`src/hdl/rle_pkg.sv`:
```
package rle_pkg;

  localparam int MAX_PACKET_DEF   = 127;
  localparam int ELEMENT_BITS_DEF = 32;
  localparam int WIN_DEPTH        = 128;
  localparam int WIN_AW           = 7;
  localparam int PEND_W           = 8;
  localparam int LEN_W            = 7;
  localparam int CFG_DATA_W       = 7;
  localparam int CFG_IDX_W        = 1;

  // register indexes
  localparam logic [CFG_IDX_W-1:0] REG_ELEMENT_BYTES = 1'd0;
  localparam logic [CFG_IDX_W-1:0] REG_MIN_RUN       = 1'd1;

  localparam logic [2:0]       ELEMENT_BYTES_RST = 3'd4;
  localparam logic [LEN_W-1:0] MIN_RUN_RST       = 7'd2;

  // request codes
  localparam logic REQ_PUSH  = 1'b0;
  localparam logic REQ_DRAIN = 1'b1;

  // controller to datapath
  typedef struct packed {
    logic accept;
    logic load;
    logic base;
    logic cmp;
    logic emit;
  } rle_cmd_t;

  // datapath to controller
  typedef struct packed {
    logic proc;
    logic done_base;
    logic done_cmp;
    logic out_free;
  } rle_stat_t;

endpackage

```
`src/hdl/rle_ctrl.sv`:
```
module rle_ctrl (
  input  logic              clk,
  input  logic              rst,
  input  logic              in_valid,
  output logic              in_ready,
  input  rle_pkg::rle_stat_t stat,
  output rle_pkg::rle_cmd_t  cmd
);

  typedef enum logic [4:0] {
    IDLE = 5'b00001,
    LOAD = 5'b00010,
    BASE = 5'b00100,
    CMP  = 5'b01000,
    EMIT = 5'b10000
  } state_t;

  state_t state, state_next;

  always_ff @(posedge clk) begin
    if (rst) begin
      state <= IDLE;
    end else begin
      state <= state_next;
    end
  end

  // sequencing of one packet element
  always_comb begin
    state_next = state;
    cmd        = '0;
    in_ready   = 1'b0;
    unique case (state)
      IDLE: begin
        in_ready = 1'b1;
        if (in_valid) begin
          cmd.accept = 1'b1;
          if (stat.proc) state_next = LOAD;
        end
      end
      LOAD: begin
        cmd.load   = 1'b1;
        state_next = BASE;
      end
      BASE: begin
        cmd.base   = 1'b1;
        state_next = stat.done_base ? EMIT : CMP;
      end
      CMP: begin
        cmd.cmp = 1'b1;
        if (stat.done_cmp) state_next = EMIT;
      end
      EMIT: begin
        if (stat.out_free) begin
          cmd.emit   = 1'b1;
          state_next = IDLE;
        end
      end
      default: state_next = IDLE;
    endcase
  end

endmodule

```
`config.mk`:
```
export PLATFORM = sky130hd
export DESIGN_NAME = rle_ctrl
export DESIGN_NICKNAME = d
export VERILOG_FILES = /design/src/hdl/rle_pkg.sv /design/src/hdl/rle_ctrl.sv
export SDC_FILE = /design/constraint.sdc
export NUM_CORES = 1
export LEC_CHECK = 0
export BUFFER_PORTS_ARGS = -buffer_cell sky130_fd_sc_hd__buf_2
export CORE_AREA = 3 3 40 42
export CTS_BUF_LIST = sky130_fd_sc_hd__clkbuf_8 sky130_fd_sc_hd__clkbuf_16
export CTS_CLUSTER_SIZE = 40
export DETAILED_ROUTE_END_ITERATION = 7
export DIE_AREA = 0 0 43 45
export PLACE_DENSITY = 0.42
export SLEW_MARGIN = 40
export SYNTH_ARGS = -nofsm -noshare
export SYNTH_HDL_FRONTEND = slang
export SYNTH_SLANG_ARGS = --single-unit
```
`constraint.sdc`:
```
create_clock -name clk -period 2.9 [get_ports clk]
set_input_delay 0.58 -clock clk [delete_from_list [all_inputs] [get_ports clk]]
set_output_delay 0.58 -clock clk [all_outputs]
set_load 0.05 [all_outputs]
```
### After elaboration in Yosys (flattened, before gate mapping)

Cells that the tools add are included.

| storage, ports and cells | value |
|---|---|
| bits in registers | 5 |
| output and inout port bits | 6 |
| word-level logic and storage cells | 25 |

| cells by class | value |
|---|---|
| eq/ne operators | 9 |
| muxes and demuxes | 14 |
| reductions and logical operators | 1 |

Operators with widths:

| kind | number |
|---|---|
| 5-bit 2-to-1 mux | 5 |
| 5-bit case mux with 5 select lines | 1 |
| 1-bit 2-to-1 mux | 8 |
| 2-bit != test, second input constant | 4 |
| 5-bit by 1-bit == test with 1-bit output, second input constant | 1 |
| 5-bit by 2-bit == test with 1-bit output, second input constant | 1 |
| 5-bit by 3-bit == test with 1-bit output, second input constant | 1 |
| 5-bit by 4-bit == test with 1-bit output, second input constant | 1 |
| 5-bit == test, second input constant | 1 |
| 4-bit AND reduction | 1 |

### Logic depth before layout (Yosys ltp)

| depth | value |
|---|---|
| word-level depth | 3 |
| gate-level depth with buffers | 4 |

### Worst setup path after synthesis

OpenSTA, ideal clock, no wires.

| timing path | value |
|---|---|
| kind | reg2out |
| start point | register state[2] |
| end point | output cmd[4] in the netlist's numbering |
| arrival time | 1.826 ns |
| path slack | 0.494 ns |
| cell stages (with the launch flop) | 4 |
| path buffers | 0 |
| cells stage by stage | dfxtp_1 -> or3_4 -> nor3b_4 -> and2_1 |

RTL lines:

| element | line | source |
|---|---|---|
| start, declared | rle_ctrl.sv:18 | `state_t state, state_next;` |
| start signal, assigned | rle_ctrl.sv:24 | `state <= state_next;` |
| end, declared | rle_ctrl.sv:7 | `output rle_pkg::rle_cmd_t cmd` |

==> results_dict.tcl <==
set metrics [dict create \
    status "completed" \
    grt_pass1_vias 310 \
    post_dp_cell_area_um2 381.6 \
    cts_buffers 3 \
    grt.overflow.total 0 \
    cts.hold.buffers_added 0 \
    antenna_found_initial 0 \
    drive_gt1_frac 0.4200 \
    crit_path_max_fanout 6 \
    root_buffer "clkbuf_8" \
    hold_viol 0 \
    regMostFlops "state" \
    place_congestion 0.7287 \
    cap_violations 0 \
    required_ns 2.32 \
    nNetsFinal 58 \
    drc_errors 0 \
    crit_type "flop to output pin" \
    die-area_um2 1935 \
    critPathLaunchType "flop" \
    grt_max_degree 7 \
    synth_seq_cells 5 \
    grt_pass1_wl_um 1207 \
    largest_register_ffs 5 \
    fmax_mhz 446.9 \
    track_usage 0.08667 \
    rsz0062_at_grt "false" \
    synthCells 34 \
    min_from "rst" \
    wire_per_inst_um 10.37 \
    drt-pass1-iter-count 2 \
    worst_pin_slew_ns 0.2785 \
    cts_max_level 1 \
    synth.distinct_cells 22 \
    end_kind "output pin" \
    start_util 0.2356 \
    post_drt_via_cell_ratio 4.508 \
    final_area_um2 426.7 \
    skew_ns 0.001345 \
    area_growth_pct 40.91 \
    cts_setup_buffers 0 \
    vias 293 \
    avgSynthCellArea_um2 8.906 \
    fin_tns_setup_ns 0 \
    setup_violations 0 \
    r2r-start "state[0]" \
    final_max_slew_viol_count 0 \
    die_w_um 43 \
    drtAntennaViolNets 0 \
    ys_seq_area_frac 0.3306 \
    reg2reg_slack_ns 1.46 \
    cts_sinks 5 \
    cts_buffer_depth 2 \
    final.min_clock_period_ns 2.238 \
    hold_class "input pin to flop" \
    timing.final.crit_share 0.7716 \
    wl_um 674 \
    arrival_ns 1.66 \
    holdPathStages 2 \
    syn_nets 41 \
    ctsResizeCount 0 \
    dp_hpwl_um 539.5 \
    dp_slack_ns 0.9134 \
    setup_ws_ns 0.6624 \
    port_buffers 12 \
    io_pins 13 \
    clk_pin_slew_ns 0.03 \
    vdd_drop_max_mv 0.2044 \
    fp-row-count 13 \
    power_density_nw_per_um2 552.5 \
    antenna_cells 0 \
    drt-initial-drc-count 3 \
    final_common_cell "buf_2" \
    cellLeakagePower_uw 0.0001848 \
    reg2regPathDepth 4 \
    die_h_um 45 \
    clk_latency_ns 0.22 \
    top_regs "state (5)" \
    reg2reg_to "state[3]" \
    core_um2 1285 \
    yosys_warnings 0 \
    cts_tree "built" \
    hold_end "state[2]" \
    synthesis.area_um2 302.8 \
    most-common-layout-cells "buf_2 (12), nor2_1 (5), dfxtp_1 (5)" \
    max-slew-margin-rel 0.8117 \
]
-- worst max-delay path, stage by stage (launching register included) --
cell	delay, ns
dfxtp_1	0.34
or3_4	0.42
nor3b_4	0.27
and2_1	0.16
buf_2	0.25
-- synth_stat cells (all sizes together) --
master  number  area share
dfxtp        5        0.33
nor2         5       0.062
nor3b        3        0.13
or3          3       0.095
a21oi        2       0.045
and2         2       0.041
nand2b       2       0.041
o31ai        2       0.050
a21o         1       0.029
and3         1       0.021
inv          1       0.012
nand2        1       0.012
nand3        1       0.017
nand3b       1       0.025
nor2b        1       0.021
nor4b        1       0.029
o21a         1       0.025
o21ai        1       0.017
-- worst max-delay path by stage --
| stage | to | start | depth (start not counted) |
|---|---|---|---|
| final | cmd[4] | state[2] | 4 |
| after CTS | cmd[4] | state[2] | 4 |
| after global placement | cmd[4] | state[2] | 4 |
| after detailed placement | cmd[4] | state[2] | 4 |
| after floorplan | cmd[4] | state[2] | 3 |
| after global routing | cmd[4] | state[2] | 4 |
-- power breakdown --
| part | total (µW) | leakage [µW] | internal (µW) | switching [µW] |
|---|---|---|---|---|
| clock | 124 | 0.0000269 | 90.6 | 33.0 |
| sequential | 74.2 | 0.0000406 | 71.5 | 2.68 |
| combinational | 38.0 | 0.000117 | 14.3 | 23.7 |
-- metal layers --
metal	vias up	track usage	wire, µm	part of all wire
li1	154	-	-	-
met1	125	0.09179	288	0.43
met2	12	0.1287	313	0.46
met3	2	0.03187	54	0.080
met4	0	0.09036	17	0.025
met5	-	0	0	0
-- metrics by stage --
stage | power, µW | utilization | hold WS (ns) | instances
final | 235.7 | 0.3320 | 0.5687 | 65
after floorplan | 102.8 | - | 0.6421 | 34
after global routing | 248.0 | 0.3320 | 0.5742 | 65
after global placement | 113.3 | 0.2970 | 0.6209 | 61
after detailed placement | 113.1 | 0.2970 | 0.6226 | 61
after CTS | 240.6 | 0.3320 | 0.5671 | 65
-- kinds of logic after synthesis --
family	share of synthesized area
and+or+nand+nor	0.4918
DFF	0.3306
buffers and inverters	0.01238
AOI/OAI and AO/OA	0.1653
-- cell type report --
class | count | area, µm²
Fill cell | 146 | 858.3
Multi-Input combinational cell | 28 | 198.9
Sequential cell | 5 | 100.1
Timing Repair Buffer | 12 | 60.06
Clock buffer | 3 | 41.29
Tap cell | 15 | 18.77
Clock inverter | 1 | 3.754
Inverter | 1 | 3.754
No activity file was read; power rests on OpenSTA's default activity.
